`config.mk`:
```
export PLATFORM = sky130hd
export DESIGN_NAME = pmct_front
export DESIGN_NICKNAME = d
export VERILOG_FILES = /design/src/design/pmct_pkg.sv /design/src/design/pmct_front.sv
export SDC_FILE = /design/constraint.sdc
export NUM_CORES = 1
export LEC_CHECK = 0
export BUFFER_PORTS_ARGS = -buffer_cell sky130_fd_sc_hd__clkbuf_2
export CORE_MARGIN = 3
export CORE_UTILIZATION = 51
export DETAILED_ROUTE_END_ITERATION = 10
export PLACE_DENSITY = 0.92
export SLEW_MARGIN = 40
export SYNTH_ARGS = -nofsm -noshare
export SYNTH_HDL_FRONTEND = slang
export SYNTH_SLANG_ARGS = --single-unit
```
`constraint.sdc`:
```
create_clock -name clk_i -period 3.2 [get_ports clk_i]
set_input_delay 0.32 -clock clk_i [delete_from_list [all_inputs] [get_ports clk_i]]
set_output_delay 0.32 -clock clk_i [all_outputs]
set_load 0.05 [all_outputs]
```
`src/design/pmct_pkg.sv`:
```
package pmct_pkg;

  // Field and register widths.
  localparam int unsigned BYTE_W       = 8;
  localparam int unsigned TICK_W       = 32;
  localparam int unsigned OUT_COORD_W  = 11;
  localparam int unsigned SCREEN_REG_W = 11;
  localparam int unsigned WINDOW_W     = 16;
  localparam int unsigned CFG_IDX_W    = 2;
  localparam int unsigned CFG_DATA_W   = 16;

  // Defaults for the top-level parameters.
  localparam int unsigned EVENT_DEPTH_DEF = 512;
  localparam int unsigned COORD_BITS_DEF  = 11;

  // Depths of the queue between the two halves and of the result queue.
  localparam int unsigned MID_DEPTH = 4;
  localparam int unsigned OUT_DEPTH = 4;
  localparam int unsigned OUT_CNT_W = $clog2(OUT_DEPTH + 1);

  // Register indexes on the configuration port.
  localparam logic [CFG_IDX_W-1:0] CFG_SCREEN_WIDTH  = 2'd0;
  localparam logic [CFG_IDX_W-1:0] CFG_SCREEN_HEIGHT = 2'd1;
  localparam logic [CFG_IDX_W-1:0] CFG_DCLICK_WINDOW = 2'd2;

  // Register reset values.
  localparam int unsigned SCREEN_W_RST = 320;
  localparam int unsigned SCREEN_H_RST = 200;
  localparam int unsigned WINDOW_RST   = 200;
  localparam logic [TICK_W-1:0] LAST_CLICK_RST = 32'hFFFF_FC18;

  // PS/2 header byte layout.
  localparam int unsigned HDR_BTN_LEFT   = 0;
  localparam int unsigned HDR_BTN_RIGHT  = 1;
  localparam int unsigned HDR_BTN_MIDDLE = 2;
  localparam int unsigned HDR_SYNC_BIT   = 3;
  localparam int unsigned HDR_X_SIGN     = 4;
  localparam int unsigned HDR_Y_SIGN     = 5;
  localparam int unsigned HDR_X_OVF      = 6;
  localparam int unsigned HDR_Y_OVF      = 7;

  localparam logic [BYTE_W-1:0] RESYNC_BYTE = 8'h0C;

  typedef enum logic [2:0] {
    EV_NONE   = 3'd0,
    EV_SINGLE = 3'd1,
    EV_DOUBLE = 3'd2,
    EV_RIGHT  = 3'd3,
    EV_MIDDLE = 3'd4
  } ev_type_e;

  typedef enum logic [1:0] {
    OP_BYTE   = 2'd0,
    OP_PACKET = 2'd1,
    OP_POP    = 2'd2
  } op_e;

  // Work handed from the framing front end to the back end.
  typedef struct packed {
    op_e                op;
    logic [2:0]         buttons;
    logic signed [3:0]  dx;
    logic signed [3:0]  dy;
    logic               moving;
    logic [TICK_W-1:0]  tick;
  } op_item_t;

  typedef struct packed {
    logic [OUT_COORD_W-1:0] cursor_x;
    logic [OUT_COORD_W-1:0] cursor_y;
    logic                   packet_done;
    logic                   event_valid;
    ev_type_e               event_type;
    logic [OUT_COORD_W-1:0] event_x;
    logic [OUT_COORD_W-1:0] event_y;
  } res_t;

endpackage

```
`src/design/pmct_front.sv`:
```
module pmct_front import pmct_pkg::*; (
  input  logic              clk_i,
  input  logic              rst_ni,
  input  logic              accept_i,
  input  logic              cmd_i,
  input  logic [BYTE_W-1:0] rx_byte_i,
  input  logic [TICK_W-1:0] now_ms_i,
  output op_item_t          item_o
);

  typedef enum logic [2:0] {
    RS_WAIT_ZERO = 3'b001,
    RS_ONE_ZERO  = 3'b010,
    RS_IDLE      = 3'b100
  } rs_state_e;

  rs_state_e         rs_q, rs_d;
  logic [1:0]        byte_idx_q, byte_idx_d;
  logic [BYTE_W-1:0] header_q, header_d;
  logic [8:0]        x_motion_q, x_motion_d;
  logic [TICK_W-1:0] tick_q, tick_d;

  logic [1:0] idx;
  logic       resync_hit;
  logic       complete;
  logic       overflow;
  logic [8:0] y_motion;

  assign y_motion = {header_q[HDR_Y_SIGN], rx_byte_i};
  assign overflow = header_q[HDR_X_OVF] || header_q[HDR_Y_OVF];

  always_comb begin
    rs_d       = rs_q;
    header_d   = header_q;
    x_motion_d = x_motion_q;
    tick_d     = tick_q;
    resync_hit = 1'b0;
    complete   = 1'b0;
    idx        = byte_idx_q + 1'b1;

    // A 0x0C byte followed by two zero bytes restarts framing.
    if (rs_q == RS_WAIT_ZERO && rx_byte_i == '0) begin
      rs_d = RS_ONE_ZERO;
    end else if (rs_q == RS_ONE_ZERO && rx_byte_i == '0) begin
      resync_hit = 1'b1;
      rs_d       = RS_IDLE;
    end else if (rx_byte_i == RESYNC_BYTE) begin
      rs_d = RS_WAIT_ZERO;
    end else begin
      rs_d = RS_IDLE;
    end

    case (idx)
      2'd1: begin
        if (rx_byte_i[HDR_SYNC_BIT]) begin
          header_d = rx_byte_i;
          tick_d   = now_ms_i;
        end else begin
          idx = 2'd0;
        end
      end
      2'd2: begin
        x_motion_d = {header_q[HDR_X_SIGN], rx_byte_i};
      end
      default: ;
    endcase

    if (resync_hit) begin
      idx = 2'd0;
    end else if (idx == 2'd3) begin
      complete = 1'b1;
      idx      = 2'd0;
    end
    byte_idx_d = idx;

    if (cmd_i) begin
      item_o.op = OP_POP;
    end else if (complete && !overflow) begin
      item_o.op = OP_PACKET;
    end else begin
      item_o.op = OP_BYTE;
    end
    item_o.buttons = header_q[2:0];
    // An arithmetic shift by five of a 9-bit value keeps its top four bits.
    item_o.dx      = x_motion_q[8:5];
    item_o.dy      = y_motion[8:5];
    item_o.moving  = (x_motion_q != '0) || (y_motion != '0);
    item_o.tick    = tick_q;
  end

  always_ff @(posedge clk_i or negedge rst_ni) begin
    if (!rst_ni) begin
      rs_q       <= RS_WAIT_ZERO;
      byte_idx_q <= '0;
      header_q   <= '0;
      x_motion_q <= '0;
      tick_q     <= '0;
    end else if (accept_i && !cmd_i) begin
      rs_q       <= rs_d;
      byte_idx_q <= byte_idx_d;
      header_q   <= header_d;
      x_motion_q <= x_motion_d;
      tick_q     <= tick_d;
    end
  end

endmodule

```
* Yosys cells after proc, flatten, opt, wreduce, memory -nomap -nowiden *
Cells that the tools add are included.

operators by class
  equality and inequality tests = 6
  mux-type cells = 13
  reductions and logical operators = 13
  add/subtract/negate cells = 1

operators with widths
  operator                                        count
  nonzero test 9 bit                              2
  two-way mux 2 bit                               5
  two-way mux 3 bit                               3
  == test 8 x 4 -> 1 bit (second input constant)  1
  logical NOT 8 bit                               1
  two-way mux 1 bit                               5
  == test 2 bit (second input constant)           2
  logical AND 1 bit                               4
  == test 3 x 1 -> 1 bit (second input constant)  1
  == test 3 x 2 -> 1 bit (second input constant)  1
  AND reduction 3 bit                             1
  adder 2 x 1 -> 2 bit (second input constant)    1
  == test 2 x 1 -> 1 bit (second input constant)  1
  logical NOT 1 bit                               2
  logical OR 1 bit                                2
  AND reduction 2 bit                             1

storage, ports and cells
  input port bits = 44
  logic and storage cells = 38
  output and inout bits = 46
  register bits = 54

* Depth between registers and ports, before layout *
  word-level depth = 9
  depth in mapped cells = 6
  depth with buffers taken out = 5

* Worst setup path before layout *
OpenSTA, ideal clock, no wires.

  path kind = register to output
  start = register byte_idx_q[0]
  end = output item_o[44] (netlist name)
  arrival = 1603 ps
  buffers on the path = 0
  cell stages (with the launch flop) = 6
  slack = 1277 ps
  required time = 2880 ps
  cells stage by stage = dfrtp_1 inv_1 ha_1 a41oi_1 o21ai_0 nor2_1

RTL lines
  item                      RTL line           text
  start: declaration        pmct_front.sv:18   logic [1:0] byte_idx_q, byte_idx_d;
  start signal: assignment  pmct_front.sv:100  byte_idx_q <= byte_idx_d;
  end: declaration          pmct_front.sv:8    output op_item_t item_o

==> results.toml <==
[layout]
design_area_mm2 = 0.00277
drive_above_1_share_pct = 63.0
diodes = 0
mostFrequentLayoutCells = "clkbuf_2 (88), dfrtp_1 (52), mux2_2 (38), mux2_4 (10), clkbuf_8 (6)"
final_common_cell = "clkbuf_2"
final_nets = 280
area_growth_pct = 23.1

[pwr]
max-vdd-ir-drop_mv = 0.945
p_per_area_mw_per_mm2 = 1200
cellLeakagePower_uw = 0.00141

[grt]
grt_overflow = 0
grt_max_degree = 45
antenna_found_initial = 0
grt_pass1_wl_mm = 6.99
gr-usage-all-layers_pct = 17.2
grt_pass1_vias = 1527

[worst_setup_path]
critPathCaptureType = "output pin"
arrival_ns = 1.76
required_ns = 2.88
critical_path.max_fanout = 5
r2r_cells = 4
start_kind = "register"
slowest_stage = "dfrtp_1"
worstPathCellList = "inv_1, ha_1, a41oi_1, o21ai_0, nor2_1, clkbuf_2"
worstSetupPathType = "reg -> out"
worst_path_largest_cell_delay_ns = 0.41

[timing]
timing.final.crit_share_pct = 65.0
worstMarginPinSlew_ns = 0.607
fmax_ghz = 0.481
finalHoldViolCount = 0
tns_ns = 0
period_minus_slack_ns = 2.08
finalClockSkew_ns = 0.00351
worst_hold_slack_ns = 0.0369
slew_violations = 0
finalSetupViolations = 0
slew_headroom_pct = 59.5
rsz0062_at_grt = "false"

[flow_run]
drv_cap = 0

[die]
core_mm2 = 0.00412
ioPinCount = 90
die_w_um = 72.4
num_rows = 23
fp.dieH_um = 72.4
dieArea_mm2 = 0.00524
start_util_pct = 54.6

[clocking]
cts_max_path_buffers = 2
cts_tree = "yes"
h-tree-depth = 2
path_clk_slew_ns = 0.09
post_cts_buffers = 0
cts_hold_buffers = 0
cts_sinks = 53
cts_resized = 0
clkLatencyLatePin_ns = 0.30
cts_root_buf = "clkbuf_8"
numCtsBuffers = 5

[logic_synthesis]
synth_cell_types = 25
yosysSeqAreaShare_pct = 59.0
ys_warn_count = 0
synth_area_mm2 = 0.00225
syn_nets = 199
avgSynthCellArea_um2 = 14.7
syn_inst = 153
ys_seq_elements = 53

[route]
viasPerCell = 5.26
routedWlPerCell_um = 14.9
drtIter0Drc = 73
via_count = 1499
ant_nets = 0
first_pass_iters = 4
wl_mm = 4.25
drc = 0

[placement]
portBuffers = 89
placed_area_mm2 = 0.00265
gp_congestion = 0.766
dpl.hpwl_mm = 3.15

[hold_path]
hp-class = "in -> async"

[status]
status = "complete, no violations"
==> sequential cells by signal, summed over array words and instances, names as in the netlist <==
signal and flops:
tick_q 32, x_motion_q 9, header_q 7, rs_q 3, byte_idx_q 2
==> worst max-delay path, delay by kind of cell, from the launching register on <==
kind / cells / cell delay (ns)
compound gates: 2 / 0.34
buf+inv: 2 / 0.35
fa+ha+maj: 1 / 0.24
flops: 1 / 0.41
simple gates: 1 / 0.12
==> synthesized netlist by cell type <==
cell / number / share of area, %
nor3_1: 5 / 1.1
a21oi_1: 1 / 0.22
o22ai_1: 1 / 0.28
inv_1: 3 / 0.50
a21o_1: 1 / 0.33
buf_2: 2 / 0.45
or4_1: 1 / 0.33
o41ai_1: 1 / 0.39
dfstp_2: 1 / 1.2
mux2_2: 38 / 19
nand2b_1: 2 / 0.56
o21ai_0: 3 / 0.67
buf_6: 2 / 1.0
dfrtp_1: 52 / 58
nor4_1: 3 / 0.83
nor2b_4: 1 / 0.61
ha_1: 2 / 1.1
a41oi_1: 1 / 0.39
mux2_4: 10 / 6.7
buf_4: 12 / 4.0
nand2_1: 4 / 0.67
nand3_2: 1 / 0.45
a22o_1: 1 / 0.39
nand4_1: 1 / 0.28
nor2_1: 4 / 0.67
==> layer usage <==
layer,GRT usage [%],routed length [µm],vias to the layer above
li1,-,-,689
met1,21.2,1740,730
met2,27.9,2020,75
met3,6.65,441,5
met4,5.53,57,0
met5,0,0,-
==> metrics by stage <==
step	utilization, %	worst slack (ns)	power [µW]	std cells
2_1_floorplan	-	1.28	2550	153
3_3_place_gp	64.2	1.03	2830	277
3_5_place_dp	64.4	1.23	2880	277
4_1_cts	67.3	1.12	3350	285
5_1_grt	67.3	0.935	3480	285
6_report	67.3	1.12	3310	285
==> power breakdown <==
part	total, µW	switching [µW]	internal (µW)
Sequential	1160	176	984
Combinational	1700	1200	492
Clock	459	204	255
==> logic make-up (layout without fill, tap and decap cells) <==
| logic type | Yosys count | count (layout) | share of synthesized area, % |
|---|---|---|---|
| adder cells (fa/ha/maj) | 2 | 2 | 1.11 |
| AND/OR/NAND/NOR | 22 | 22 | 5.51 |
| buffers and inverters | 19 | 101 | 5.95 |
| flip-flops | 53 | 53 | 59.0 |
| multiplexers | 48 | 48 | 25.7 |
| AO/OA/AOI/OAI | 9 | 9 | 2.67 |
==> area by class of cell <==
class / instances / area, µm²
inverters: 3 / 11.3
flip-flops and latches: 53 / 1330
well taps: 50 / 62.6
fillers: 296 / 1350
multi-input cells: 81 / 795
repair buffers: 90 / 455
clock inverters: 1 / 30.0
clock buffers: 7 / 86.3
==> path summary, 6_finish.rpt <==
check / slack, ns / end / from
worst min register to register: 0.51 / x_motion_q[8]$_DFFE_PN0P_ / header_q[4]$_DFFE_PN0P_
min in group clk_i: 0.25 / tick_q[26]$_DFFE_PN0P_ / now_ms_i[26]
worst min-delay path: 0.04 / rs_q[1]$_DFFE_PN0P_ / rst_ni
worst max-delay path: 1.12 / item_o[44] / byte_idx_q[0]$_DFFE_PN0P_
max in group asynchronous: 2.59 / tick_q[8]$_DFFE_PN0P_ / rst_ni
worst max register to register: 1.39 / tick_q[3]$_DFFE_PN0P_ / byte_idx_q[0]$_DFFE_PN0P_
(Power assumes the default switching activity.)
