## src/design/pmct_fifo.sv

```systemverilog
module pmct_fifo #(
  parameter int unsigned WIDTH = 8,
  parameter int unsigned DEPTH = 4
) (
  input  logic                       clk_i,
  input  logic                       rst_ni,
  input  logic                       push_i,
  input  logic [WIDTH-1:0]           data_i,
  input  logic                       pop_i,
  output logic [WIDTH-1:0]           data_o,
  output logic                       empty_o,
  output logic                       full_o,
  output logic [$clog2(DEPTH+1)-1:0] count_o
);

  localparam int unsigned PtrW = (DEPTH > 1) ? $clog2(DEPTH) : 1;
  localparam int unsigned CntW = $clog2(DEPTH + 1);

  logic [WIDTH-1:0] mem_q [DEPTH];
  logic [PtrW-1:0]  rd_ptr_q, rd_ptr_d;
  logic [PtrW-1:0]  wr_ptr_q, wr_ptr_d;
  logic [CntW-1:0]  cnt_q, cnt_d;
  logic             do_push, do_pop;

  function automatic logic [PtrW-1:0] ptr_next(logic [PtrW-1:0] p);
    if (p == PtrW'(DEPTH - 1)) begin
      return '0;
    end
    return p + 1'b1;
  endfunction

  assign empty_o = (cnt_q == '0);
  assign full_o  = (cnt_q == CntW'(DEPTH));
  assign count_o = cnt_q;
  assign data_o  = mem_q[rd_ptr_q];

  assign do_push = push_i && !full_o;
  assign do_pop  = pop_i && !empty_o;

  always_comb begin
    rd_ptr_d = do_pop ? ptr_next(rd_ptr_q) : rd_ptr_q;
    wr_ptr_d = do_push ? ptr_next(wr_ptr_q) : wr_ptr_q;
    cnt_d    = cnt_q;
    if (do_push && !do_pop) begin
      cnt_d = cnt_q + 1'b1;
    end else if (do_pop && !do_push) begin
      cnt_d = cnt_q - 1'b1;
    end
  end

  always_ff @(posedge clk_i or negedge rst_ni) begin
    if (!rst_ni) begin
      rd_ptr_q <= '0;
      wr_ptr_q <= '0;
      cnt_q    <= '0;
    end else begin
      rd_ptr_q <= rd_ptr_d;
      wr_ptr_q <= wr_ptr_d;
      cnt_q    <= cnt_d;
    end
  end

  always_ff @(posedge clk_i) begin
    if (do_push) begin
      mem_q[wr_ptr_q] <= data_i;
    end
  end

endmodule

```

## config.mk

```make
export PLATFORM = sky130hd
export DESIGN_NAME = pmct_fifo
export DESIGN_NICKNAME = d
export VERILOG_FILES = /design/src/design/pmct_fifo.sv
export SDC_FILE = /design/constraint.sdc
export NUM_CORES = 1
export LEC_CHECK = 0
export ABC_CLOCK_PERIOD_IN_PS = 2600
export BUFFER_PORTS_ARGS = -buffer_cell sky130_fd_sc_hd__clkbuf_2
export CORE_MARGIN = 2
export CORE_UTILIZATION = 50
export CTS_BUF_LIST = sky130_fd_sc_hd__clkbuf_8 sky130_fd_sc_hd__clkbuf_16
export CTS_CLUSTER_SIZE = 14
export DETAILED_ROUTE_END_ITERATION = 12
export MAX_ROUTING_LAYER = met4
export PLACE_DENSITY = 0.72
export SLEW_MARGIN = 20
export SYNTH_ARGS = -nofsm -noshare
export SYNTH_HDL_FRONTEND = slang
export SYNTH_SLANG_ARGS = --single-unit
```

## constraint.sdc

```tcl
create_clock -name clk_i -period 2.6 [get_ports clk_i]
set_input_delay 0.26 -clock clk_i [delete_from_list [all_inputs] [get_ports clk_i]]
set_output_delay 0.26 -clock clk_i [all_outputs]
set_load 0.05 [all_outputs]
```

# Yosys cells after proc, flatten, opt, wreduce, memory -nomap -nowiden
# Memories as Yosys holds them, arrays and structs flattened.
# Cells that the tools add are included.
[totals]
mem_bits_rw = 32
reg_bits = 7
word_cells = 31
memories = 1
[classes]
add_sub_neg = 4
eq_ne = 3
n_mux = 10
n_reduce_logical = 10
[mem_list]
columns = ["memory", "depth", "width", "read_ports", "rd_ports_with_merged_regs", "wr", "line", "text"]
rows = [
  ["mem_q", 4, 8, 1, 0, 1, "19", "logic [WIDTH-1:0] mem_q [DEPTH];"],
]
[op_table]
columns = ["cell", "n"]
rows = [
  ["$mux 2", 4],
  ["$mux 3", 2],
  ["$add 2x1->2 const B", 2],
  ["$eq 2x2->1 const B", 2],
  ["$logic_and 1x1->1", 4],
  ["$logic_not 1->1", 4],
  ["$mux 1", 4],
  ["$add 3x1->3 const B", 1],
  ["$eq 3x3->1 const B", 1],
  ["$logic_not 3->1", 1],
  ["$sub 3x1->3 const B", 1],
  ["$reduce_bool 2->1", 1],
]

# Depth between registers and ports, before layout
# Gate-level depths: netlist (run 1).
[depth]
depth_word = 7
mapped_depth = 8
depth_no_buf = 8

# Least setup slack after synthesis (run 1)
# Ideal clock, no wire load.
[synth_path]
path_type = "register to register"
from = "register cnt_q[2], in the netlist count_o[2]"
to = "register cnt_q[1], in the netlist count_o[1]"
setup_slack_ps = 56
arrival_time_ps = 2419
period_less_slack_ps = 2544
setup_time_ps = 125
stages_incl_launch_ff = 7
path_cell_list = "dfrtp_1 > nor3b_4 > nor2b_4 > ha_1 > inv_1 > fa_1 > mux2_2"
[synth_via]
word_cells_on_any_way = 12
cone_classes = "1 x eq/ne; 1 x mux; 10 x reduce/logical"
[synth_rtl]
columns = ["item", "line", "text"]
rows = [
  ["start: declaration", "22", "logic [CntW-1:0] cnt_q, cnt_d;"],
  ["start signal: assignment", "59", "cnt_q <= cnt_d;"],
  ["$eq 3x3->1", "33", "assign full_o = (cnt_q == CntW'(DEPTH));"],
  ["via full_o", "12", "output logic full_o,"],
  ["$logic_not 1->1", "37", "assign do_push = push_i && !full_o;"],
  ["$logic_and 1x1->1", "37", ""],
  ["via do_push", "23", "logic do_push, do_pop;"],
  ["$logic_and 1x1->1", "44", "if (do_push && !do_pop) begin"],
  ["$mux 3", "44", ""],
  ["via cnt_d[1]", "22", ""],
]
# The timed path passes the listed nets, and every way through them passes these cells.
# A chain may end at the register's enable or synchronous reset.

# Worst setup path in the final report (run 1)
[layout_path]
from = "register rd_ptr_q[0]"
to = "output port data_o[1]"
[layout_via]
elab_chain_cells = 1
[layout_lines]
columns = ["item", "line", "text"]
rows = [
  ["start: declaration", "20", "logic [PtrW-1:0] rd_ptr_q, rd_ptr_d;"],
  ["start signal: assignment", "57", "rd_ptr_q <= rd_ptr_d;"],
  ["$mem_v2 4x8", "-", ""],
  ["end: declaration", "10", "output logic [WIDTH-1:0] data_o,"],
]
# No other way between the ends.

==> summary.txt, run 1 <==
Floorplan
  • Die width: 60.7 microns
  • IO Count: 25
  • Initial core utilization: 0.526
  • CORE AREA: about 3000 sq um
  • Die H: 60.7 microns
  • Die Area: 3680 sq um
  • Row Count: 20

STA
  • Worst-Margin Slew: 0.626 ns
  • Slew Limit Fails: 0
  • Unrepaired setup endpoints after global routing: no
  • Setup TNS: 0 ns
  • Final setup violating endpoints: 0
  • Final Critical Period: 2.13 ns
  • Endpoints failing hold: 0
  • Rel. slew slack: 0.582
  • F_max: 469 MHz
  • Tcrit/Tclk final: 0.819
  • Clock Skews: 0.00413 ns

Critical path
  • Worst Setup SP: rd_ptr_q[0]
  • Critical path peak fanout: 11
  • Worst R2R Start: count_o[0]
  • Startpoint Class: flop
  • Crit. End Element: primary output
  • Crit Path Class: reg2out
  • Worst EP required: 2.34 ns
  • WP data arrival: roughly 1.9 ns

Drt
  • Vias per std cell: a little over 5
  • Via count: 781
  • # DRC: 0
  • WL/cell: around 16 microns
  • Overall routed net length: 2530 microns
  • DR iter-0 viols: 6
  • Routed Antenna Nets: 0
  • 1st-pass router iterations: 2

CTS
  • Clock tree buffer depth: 2
  • Root Buffer Master: clkbuf_8
  • Htree depth: 2
  • CTS clk-pin slew, worst paths: 0.07 ns
  • Worst-Skew Late Latency: between 0.2 and 0.3 ns
  • CTS tree: done
  • CTS Sinks: 39
  • Total CTS buffers: 5

Global routing
  • Gr ovfl total: 0
  • Initial antenna violation count: 0
  • GRT Total Usage: 0.169
  • Vias in the first global route: 836
  • First-pass GRT wire length: 3980 microns
  • Largest net degree at the start of global routing: 13

Logic synthesis
  • Syn_nets: 98
  • Register area share after synthesis: 0.707
  • Avg Cell Area, Syn: 20.3 sq um
  • Synth unique cells: 21
  • Top area cells in the synthesized netlist: edfxtp_1 (60%), mux4_2 (11%), dfrtp_1 (11%)
  • Synth top area share: 0.598
  • Post-synth EDFFs: 32
  • Syn. warnings: 0
  • Post-synth top flop: edfxtp_1
  • Cells after synthesis: 79
  • Post-synth ARST share: 0.179
  • #FFs+latches synth: 39
  • Synth Cell Area: 1610 sq um
  • Leading area contributor after synthesis: edfxtp_1

Finish
  • Most frequent cells in the layout: edfxtp_1 (32), clkbuf_2 (24), mux4_2 (8)
  • Leading cell type in the layout, fill and taps excluded: edfxtp_1
  • Area delta synth->final: 17.1%
  • Share of layout cells above drive strength 1: 0.414
  • Antenna fix cells: 0
  • Multi-input logic area: 450 sq um
  • Sequential Area: about 1100 sq um
  • # nets final: 129
  • Fillers: about 240

Placed design
  • Post-DP HPWL: 1820 microns
  • Placer Congestion: 0.665
  • IO buf count: 24

Hold path
  • HP Start: data_i[0]
  • Min-delay worst type: in2reg

Flow run
  • Max Cap Viol: 0

Status
  • Status: complete, no violations
-- cells in the mapped netlist, types with 2 or more instances --
master	number
edfxtp_1	32
inv_1	3
dfrtp_1	7
and2_1	3
nor2_1	3
mux4_2	8
xor2_1	2
ha_1	6
mux2_4	2
nor3_1	2
-- per-stage QoR --
stage / instance area, sq um / setup WS, ns / hold slack, ns / utilization / instances
finish: 1880 / 0.470 / 0.194 / 0.616 / 155
global route: 1880 / 0.325 / 0.188 / 0.616 / 155
CTS: 1880 / 0.444 / 0.187 / 0.616 / 155
detailed placement: 1780 / 0.489 / 0.106 / 0.583 / 146
global placement: 1780 / 0.606 / 0.104 / 0.583 / 146
floorplan: 1610 / 0.0557 / -0.0356 / - / 79
-- layer usage --
| metal | routed length (microns) | track usage |
|---|---|---|
| met2 | 1350 | 0.272 |
| met3 | 73 | 0.0448 |
| met4 | 51 | 0.0932 |
| met1 | 1060 | 0.192 |
| met5 | 0 | - |
-- path summary, 6_finish.rpt --
path                            cells after the start     endpoint  slack [ns]
max in group asynchronous                           2   count_o[1]        2.10
worst max register to register                      7   count_o[2]        0.51
worst min register to register                      1  wr_ptr_q[1]        0.59
worst max-delay path                                2    data_o[1]        0.47
worst min-delay path                                1  mem_q[0][0]        0.19
min in group asynchronous                           2  rd_ptr_q[0]        0.34
-- critical path: stages (launching register included) --
cell and delay [ns]:
dfrtp_1 0.74, mux4_2 0.59, clkbuf_2 0.25
-- logic make-up (layout without fill, tap and decap cells) --
group                      Yosys count  count (layout)  share of synthesized area
and+or+nand+nor                     11              11                     0.0475
buffers and inverters                5              37                     0.0125
DFF                                 39              39                      0.707
xor gates and xnor gates             3               3                     0.0164
AOI/OAI and AO/OA                    2               2                     0.0125
muxes                               12              12                      0.145
adders and majority gates            7               7                     0.0592
-- cell type report --
type,count,share of cell area
Clock buffer,6,0.0439
Clock inverter,2,0.00465
Inverter,3,0.00598
Multi-Input combinational cell,35,0.239
Sequential cell,39,0.604
Tap cell,44,0.0293
Timing Repair Buffer,26,0.0731
-- registers in the layout (all words and copies together), names as in the netlist --
register	count
wr_ptr_q	2
mem_q	32
count_o	3
rd_ptr_q	2
-- what timing repair did --
item,4_1_cts,5_1_grt
hold buffers,1,0
hold endpoints to repair,7,0
gates resized for setup,0,0
setup buffers,0,0
Power of run 1 is not shown: default switching activity piles up to over one toggle a cycle in this logic, so the estimate is an artifact.
==> inputs of run 2 (changes only) <==
- ABC_CLOCK_PERIOD_IN_PS: 2600 -> 1740
- CORE_UTILIZATION: 50 -> 49
- PLACE_DENSITY: 0.72 -> 0.73
- clock period: 2.6 -> 1.74 ns (I/O delays scaled with it)
==> summary.txt, run 2 (synthesized netlist as in run 1, its figures left out) <==
Status
  • Status: finished with violations
  • Failing checks: setup timing

Hold path
  • HP Start: data_i[1]
  • Min-delay worst type: in2reg

Placed design
  • Pre-CTS setup slack: -0.172 ns (-0.661 ns)
  • IO buf count: 24 (unchanged)
  • Post-DP HPWL: 1820 microns (-0.42%)
  • Placer Congestion: 0.683 (+2.7%)

Drt
  • Vias per std cell: 4.97 (-1.4%)
  • Routed Antenna Nets: 0 (unchanged)
  • Via count: 830 (+6.3%)
  • DR iter-0 viols: 15 (+9)
  • WL/cell: 16.0 microns (-2.1%)
  • Overall routed net length: 2670 microns (+5.5%)
  • # DRC: 0 (unchanged)
  • 1st-pass router iterations: 4 (+2)

Critical path
  • Worst R2R Start: count_o[0]
  • Worst EP required: 1.90 ns (-0.44 ns)
  • Worst R2R Setup Slack: -0.13 ns (-0.64 ns)
  • Crit Path Class: reg2reg
  • Crit path to: count_o[1]
  • Crit. End Element: flop
  • CP cell instances: nor3b_4, nor2b_4, ha_4, inv_2, fa_2, mux2_4
  • RR Endpoint: count_o[1]
  • Critical path peak fanout: 4 (-7)
  • WP data arrival: 2.03 ns (+0.16 ns)
  • Slowest stage cell, crit path: dfrtp_2
  • Startpoint Class: flop
  • Worst Setup SP: count_o[0]
  • CP peak stage delay: 0.47 ns (-0.27 ns)
  • R2R depth: 6 (-1)

STA
  • Fin worst setup slack: -0.130 ns (-0.600 ns)
  • F_max: 535 MHz
  • Unrepaired setup endpoints after global routing: yes
  • Worst-Margin Slew: 0.480 ns (-0.146 ns)
  • Clock Skews: 0.00601 ns (+0.00188 ns)
  • Rel. slew slack: 0.680 (+0.0972)
  • Tcrit/Tclk final: 1.07
  • Final Critical Period: ~1.9 ns
  • Slew Limit Fails: 0 (unchanged)
  • Final setup violating endpoints: 2 (+2)
  • Endpoints failing hold: 0 (unchanged)
  • Hold WS: 0.105 ns (-0.0887 ns)

Floorplan
  • Die Area: 3750 sq um (+1.9%)
  • Die H: 61.3 microns (+0.95%)
  • Die width: 61.3 microns (+0.95%)
  • Initial core utilization: 0.522 (-0.00428)
  • IO Count: 25 (unchanged)
  • CORE AREA: 3080 sq um (+0.82%)
  • Row Count: 20 (unchanged)

Pwr
  • P_int: around 2.4 mW
  • PD cells: 1990 nW/um^2
  • VDD IR max: 0.000866 V
  • Sw Share: 0.402
  • Clock network power share: 0.139
  • Sequential Power Share: 0.356
  • Gate power share: 0.505
  • Switch Pwr: 1.65 mW
  • Leak: 0.806 nW

Finish
  • Sequential Area: 1140 sq um (+0.33%)
  • Area delta synth->final: 28.0%
  • Leading cell type in the layout, fill and taps excluded: edfxtp_1
  • Multi-input logic area: 484 sq um (+7.5%)
  • Antenna fix cells: 0 (unchanged)
  • Max reg flops: 32 (unchanged)
  • Most frequent cells in the layout: edfxtp_1 (32), buf_4 (17), clkbuf_2 (16)
  • # nets final: 141 (+9.3%)
  • Reg with most FFs: mem_q
  • Fillers: 217 (-11%)
  • Share of layout cells above drive strength 1: 0.553 (+0.138)

Global routing
  • First-pass GRT wire length: 3950 microns (-0.70%)
  • Largest net degree at the start of global routing: 13 (unchanged)
  • Gr ovfl total: 0 (unchanged)
  • Vias in the first global route: 823 (-1.6%)
  • GRT Total Usage: 0.163 (-0.00584)
  • Initial antenna violation count: 0 (unchanged)

CTS
  • CTS clk-pin slew, worst paths: 0.07 ns (about the same)
  • Clock tree buffer depth: 2 (unchanged)
  • CTS tree: done
  • Root Buffer Master: clkbuf_8
  • CTS Sinks: 39 (unchanged)
  • Worst-Skew Late Latency: 0.28 ns (about the same)
  • Total CTS buffers: 5 (unchanged)
  • Htree depth: 2 (unchanged)

Flow run
  • Max Cap Viol: 0 (unchanged)
-- run 2: changes by cell type in the layout (fill, tap and decap cells not counted), sizes merged --
cell      delta
clkbuf       -8
buf         +19
clkinvlp     +1
-- run 2: critical path: cells and delay by family, from the launching register on --
family,cells,cell delay [ns]
adders and majority gates,2,0.60
DFF,1,0.47
and+or+nand+nor,2,0.37
buffers and inverters,1,0.04
muxes,1,0.28
-- run 2: timing repair --
item / CTS / global route
pin swaps: 2 / 0
endpoints found under the hold margin: 7 / 0
buffers inserted: 2 / 1
setup endpoints to repair: 18 / 10
gates resized for setup: 13 / 9
hold buffers: 1 / 0
-- run 2: how the worst min path moves through the flow --
stage | endpoint | cells past startpoint
after floorplan | count_o[0] | 0
after global placement | rd_ptr_q[1] | 1
after detailed placement | rd_ptr_q[1] | 1
after CTS | mem_q[3][2] | 1
after global routing | mem_q[0][1] | 1
final | mem_q[3][1] | 1
-- run 2: routing by layer --
| layer | up-vias | global-route usage | part of all wire |
|---|---|---|---|
| li1 | 393 | - | - |
| met1 | 413 | 0.222 | 0.43 |
| met2 | 20 | 0.231 | 0.52 |
| met3 | 4 | 0.0567 | 0.041 |
| met4 | 0 | 0.0559 | 0.0064 |
| met5 | - | - | 0 |
-- run 2: cell type report --
cell class	count	share of cell area
Inverter	3	0.00547
Tap cell	44	0.0268
Clock inverter	3	0.00791
Sequential cell	39	0.554
Clock buffer	5	0.0335
Multi-Input combinational cell	35	0.235
Timing Repair Buffer	38	0.137
-- run 2: power by group through the flow --
stage	sequential, mW	clock (mW)	combinational [mW]
CTS	1.46	0.588	1.99
global placement	1.45	0	1.80
detailed placement	1.47	0	1.85
floorplan	1.54	0	1.24
global route	1.48	0.636	2.19
finish	1.46	0.569	2.06
-- run 2: through the flow --
stage	setup TNS, ns	utilization	instance area (sq um)	instances	power [mW]
after floorplan	-4.18	-	1630	79	2.77
after global placement	-0.209	0.611	1880	155	3.24
after detailed placement	-0.293	0.611	1880	155	3.32
after CTS	-0.135	0.663	2040	166	4.04
after global routing	-0.310	0.668	2060	167	4.31
final	-0.146	0.668	2060	167	4.09
Note: power is estimated with default switching activity, not from simulation.
==> inputs of run 3 (changes only) <==
- HOLD_SLACK_MARGIN: unset -> 0.15
==> summary.txt, run 3 (synthesized netlist as in run 1, its figures left out) <==
Status
  • Status: finished with violations
  • Failing checks: setup timing

Finish
  • # nets final: 149 (+5.7%)
  • Fillers: 213 (-1.8%)
  • Leading cell type in the layout, fill and taps excluded: edfxtp_1
  • Antenna fix cells: 0 (unchanged)
  • Area delta synth->final: 33.3%
  • Most frequent cells in the layout: edfxtp_1 (32), clkbuf_2 (16), buf_4 (16)
  • Share of layout cells above drive strength 1: 0.519 (-0.0338)
  • Reg with most FFs: mem_q
  • Max reg flops: 32 (unchanged)

Global routing
  • M3 GR Usage: 0.0567 (unchanged)
  • GRT met2 Usage: 0.252 (+0.0213)
  • Gr ovfl total: 0 (unchanged)
  • First-pass GRT wire length: 4190 microns (+5.9%)
  • Vias in the first global route: 849 (+3.2%)
  • Met1 Use GR: 0.231 (+0.00833)
  • Initial antenna violation count: 0 (unchanged)
  • GRT busiest layer: met2
  • GRT Total Usage: 0.173 (+0.00923)
  • Largest net degree at the start of global routing: 13 (unchanged)

Pwr
  • PD cells: 1930 nW/um^2 (-3.0%)
  • Power, Total: 4.12 mW (+0.90%)
  • VDD IR max: 0.000865 V (about the same)
  • Leak: 0.840 nW (+4.3%)

Placed design
  • Pre-CTS setup slack: -0.172 ns (unchanged)
  • Post-DP HPWL: 1820 microns (unchanged)
  • Placer Congestion: 0.683 (unchanged)
  • IO buf count: 24 (unchanged)

STA
  • Tcrit/Tclk final: 1.08 (about the same)
  • Setup TNS: -0.146 ns (-0.000873 ns)
  • Final setup violating endpoints: 2 (unchanged)
  • Clock Skews: 0.00680 ns (+0.000791 ns)
  • Slew Limit Fails: 0 (unchanged)
  • Endpoints failing hold: 0 (unchanged)
  • Worst-Margin Slew: 0.480 ns (-0.000299 ns)
  • Fin worst setup slack: -0.132 ns (-0.00160 ns)
  • Rel. slew slack: 0.680 (about the same)
  • Final Critical Period: 1.87 ns (+0.00160 ns)
  • F_max: 534 MHz (about the same)
  • Unrepaired setup endpoints after global routing: yes

Critical path
  • CP cell instances: nor3b_4, nor2b_4, ha_4, inv_2, fa_2, mux2_4
  • Crit Path Class: reg2reg
  • CP delay by family, top: adder cells
  • Slowest stage cell, crit path: dfrtp_2
  • WP data arrival: 2.04 ns (about the same)
  • Worst R2R Setup Slack: -0.13 ns (about the same)
  • Worst EP required: 1.90 ns (about the same)
  • Critical path peak fanout: 4 (unchanged)
  • CP peak stage delay: 0.47 ns (about the same)
  • Worst Path Buf+Inv: 1 (unchanged)
  • Crit. End Element: flop
  • Startpoint Class: flop

Drt
  • 1st-pass router iterations: 4 (unchanged)
  • WL/cell: 15.9 microns (-0.28%)
  • Via count: 862 (+3.9%)
  • # DRC: 0 (unchanged)
  • Routed Antenna Nets: 0 (unchanged)
  • DR iter-0 viols: 18 (+3)
  • Vias per std cell: 4.93 (-0.89%)
  • Overall routed net length: 2790 microns (+4.5%)

CTS
  • Total CTS buffers: 5 (unchanged)
  • CTS Sinks: 39 (unchanged)
  • Worst-Skew Late Latency: 0.28 ns (about the same)
  • Htree depth: 2 (unchanged)
  • CTS clk-pin slew, worst paths: 0.07 ns (about the same)
  • Clock tree buffer depth: 2 (unchanged)
  • CTS tree: done
  • Root Buffer Master: clkbuf_8

Floorplan
  • Die width: 61.3 microns (unchanged)
  • Row Count: 20 (unchanged)
  • CORE AREA: 3080 sq um (unchanged)
  • Initial core utilization: 0.522 (unchanged)
  • IO Count: 25 (unchanged)
  • Die Area: 3750 sq um (unchanged)
  • Die H: 61.3 microns (unchanged)

Hold path
  • Min-delay worst type: in2async

Flow run
  • Max Cap Viol: 0 (unchanged)
## run 3: cell types whose count changed in the layout (fill, tap and decap cells not counted)
cell / previous run / this run
buf_6: 0 / 1
buf_4: 17 / 16
dlygate4sd3_1: 1 / 9
## run 3: area by class of cell
class / instances / area, sq um / share of cell area
multi-input cells: 35 / 484 / 0.226
clock buffers: 5 / 68.8 / 0.0321
repair buffers: 46 / 365 / 0.171
inverters: 3 / 11.3 / 0.00526
well taps: 44 / 55.1 / 0.0257
clock inverters: 3 / 16.3 / 0.00760
flip-flops and latches: 39 / 1140 / 0.532
## run 3: path summary, 6_finish.rpt
path                             startpoint          end  cells past startpoint
worst min-delay path                 rst_ni   count_o[2]                      2
worst min register to register  wr_ptr_q[1]  wr_ptr_q[1]                      1
max in group asynchronous            rst_ni   count_o[1]                      2
min in group clk_i                    pop_i   count_o[0]                      4
worst max register to register   count_o[0]   count_o[1]                      6
worst max-delay path             count_o[0]   count_o[1]                      6
## run 3: routing by layer
layer	part of all wire	up-vias
met3	0.036	4
met1	0.42	430
met4	0.0061	0
met5	0	-
met2	0.53	18
li1	-	410
## run 3: metrics by stage
| step | hold WS, ns | cell area, sq um | utilization | cells |
|---|---|---|---|---|
| after floorplan | -0.122 | 1630 | - | 79 |
| after global placement | 0.0221 | 1880 | 0.611 | 155 |
| after detailed placement | 0.0240 | 1880 | 0.611 | 155 |
| after CTS | 0.261 | 2120 | 0.689 | 174 |
| after global routing | 0.281 | 2140 | 0.696 | 175 |
| final | 0.269 | 2140 | 0.696 | 175 |
## run 3: report_power, final
part / switching (mW) / leakage (nW) / internal (mW)
logic: 1.18 / 0.422 / 0.919
registers: 0.188 / 0.373 / 1.27
clock network: 0.296 / 0.0453 / 0.274
total: 1.66 / 0.840 / 2.46
## run 3: timing repair
action | CTS | global route
setup buffers | 2 | 1
hold endpoints to repair | 39 | 0
pin swaps | 2 | 0
setup endpoints to repair | 18 | 10
resized for setup | 13 | 10
hold buffers | 9 | 0
## run 3: worst register-to-register path: stages (launching register included)
cell and delay (ns):
dfrtp_2 0.47, nor3b_4 0.29, nor2b_4 0.08, ha_4 0.17, inv_2 0.04, fa_2 0.43
mux2_4 0.28
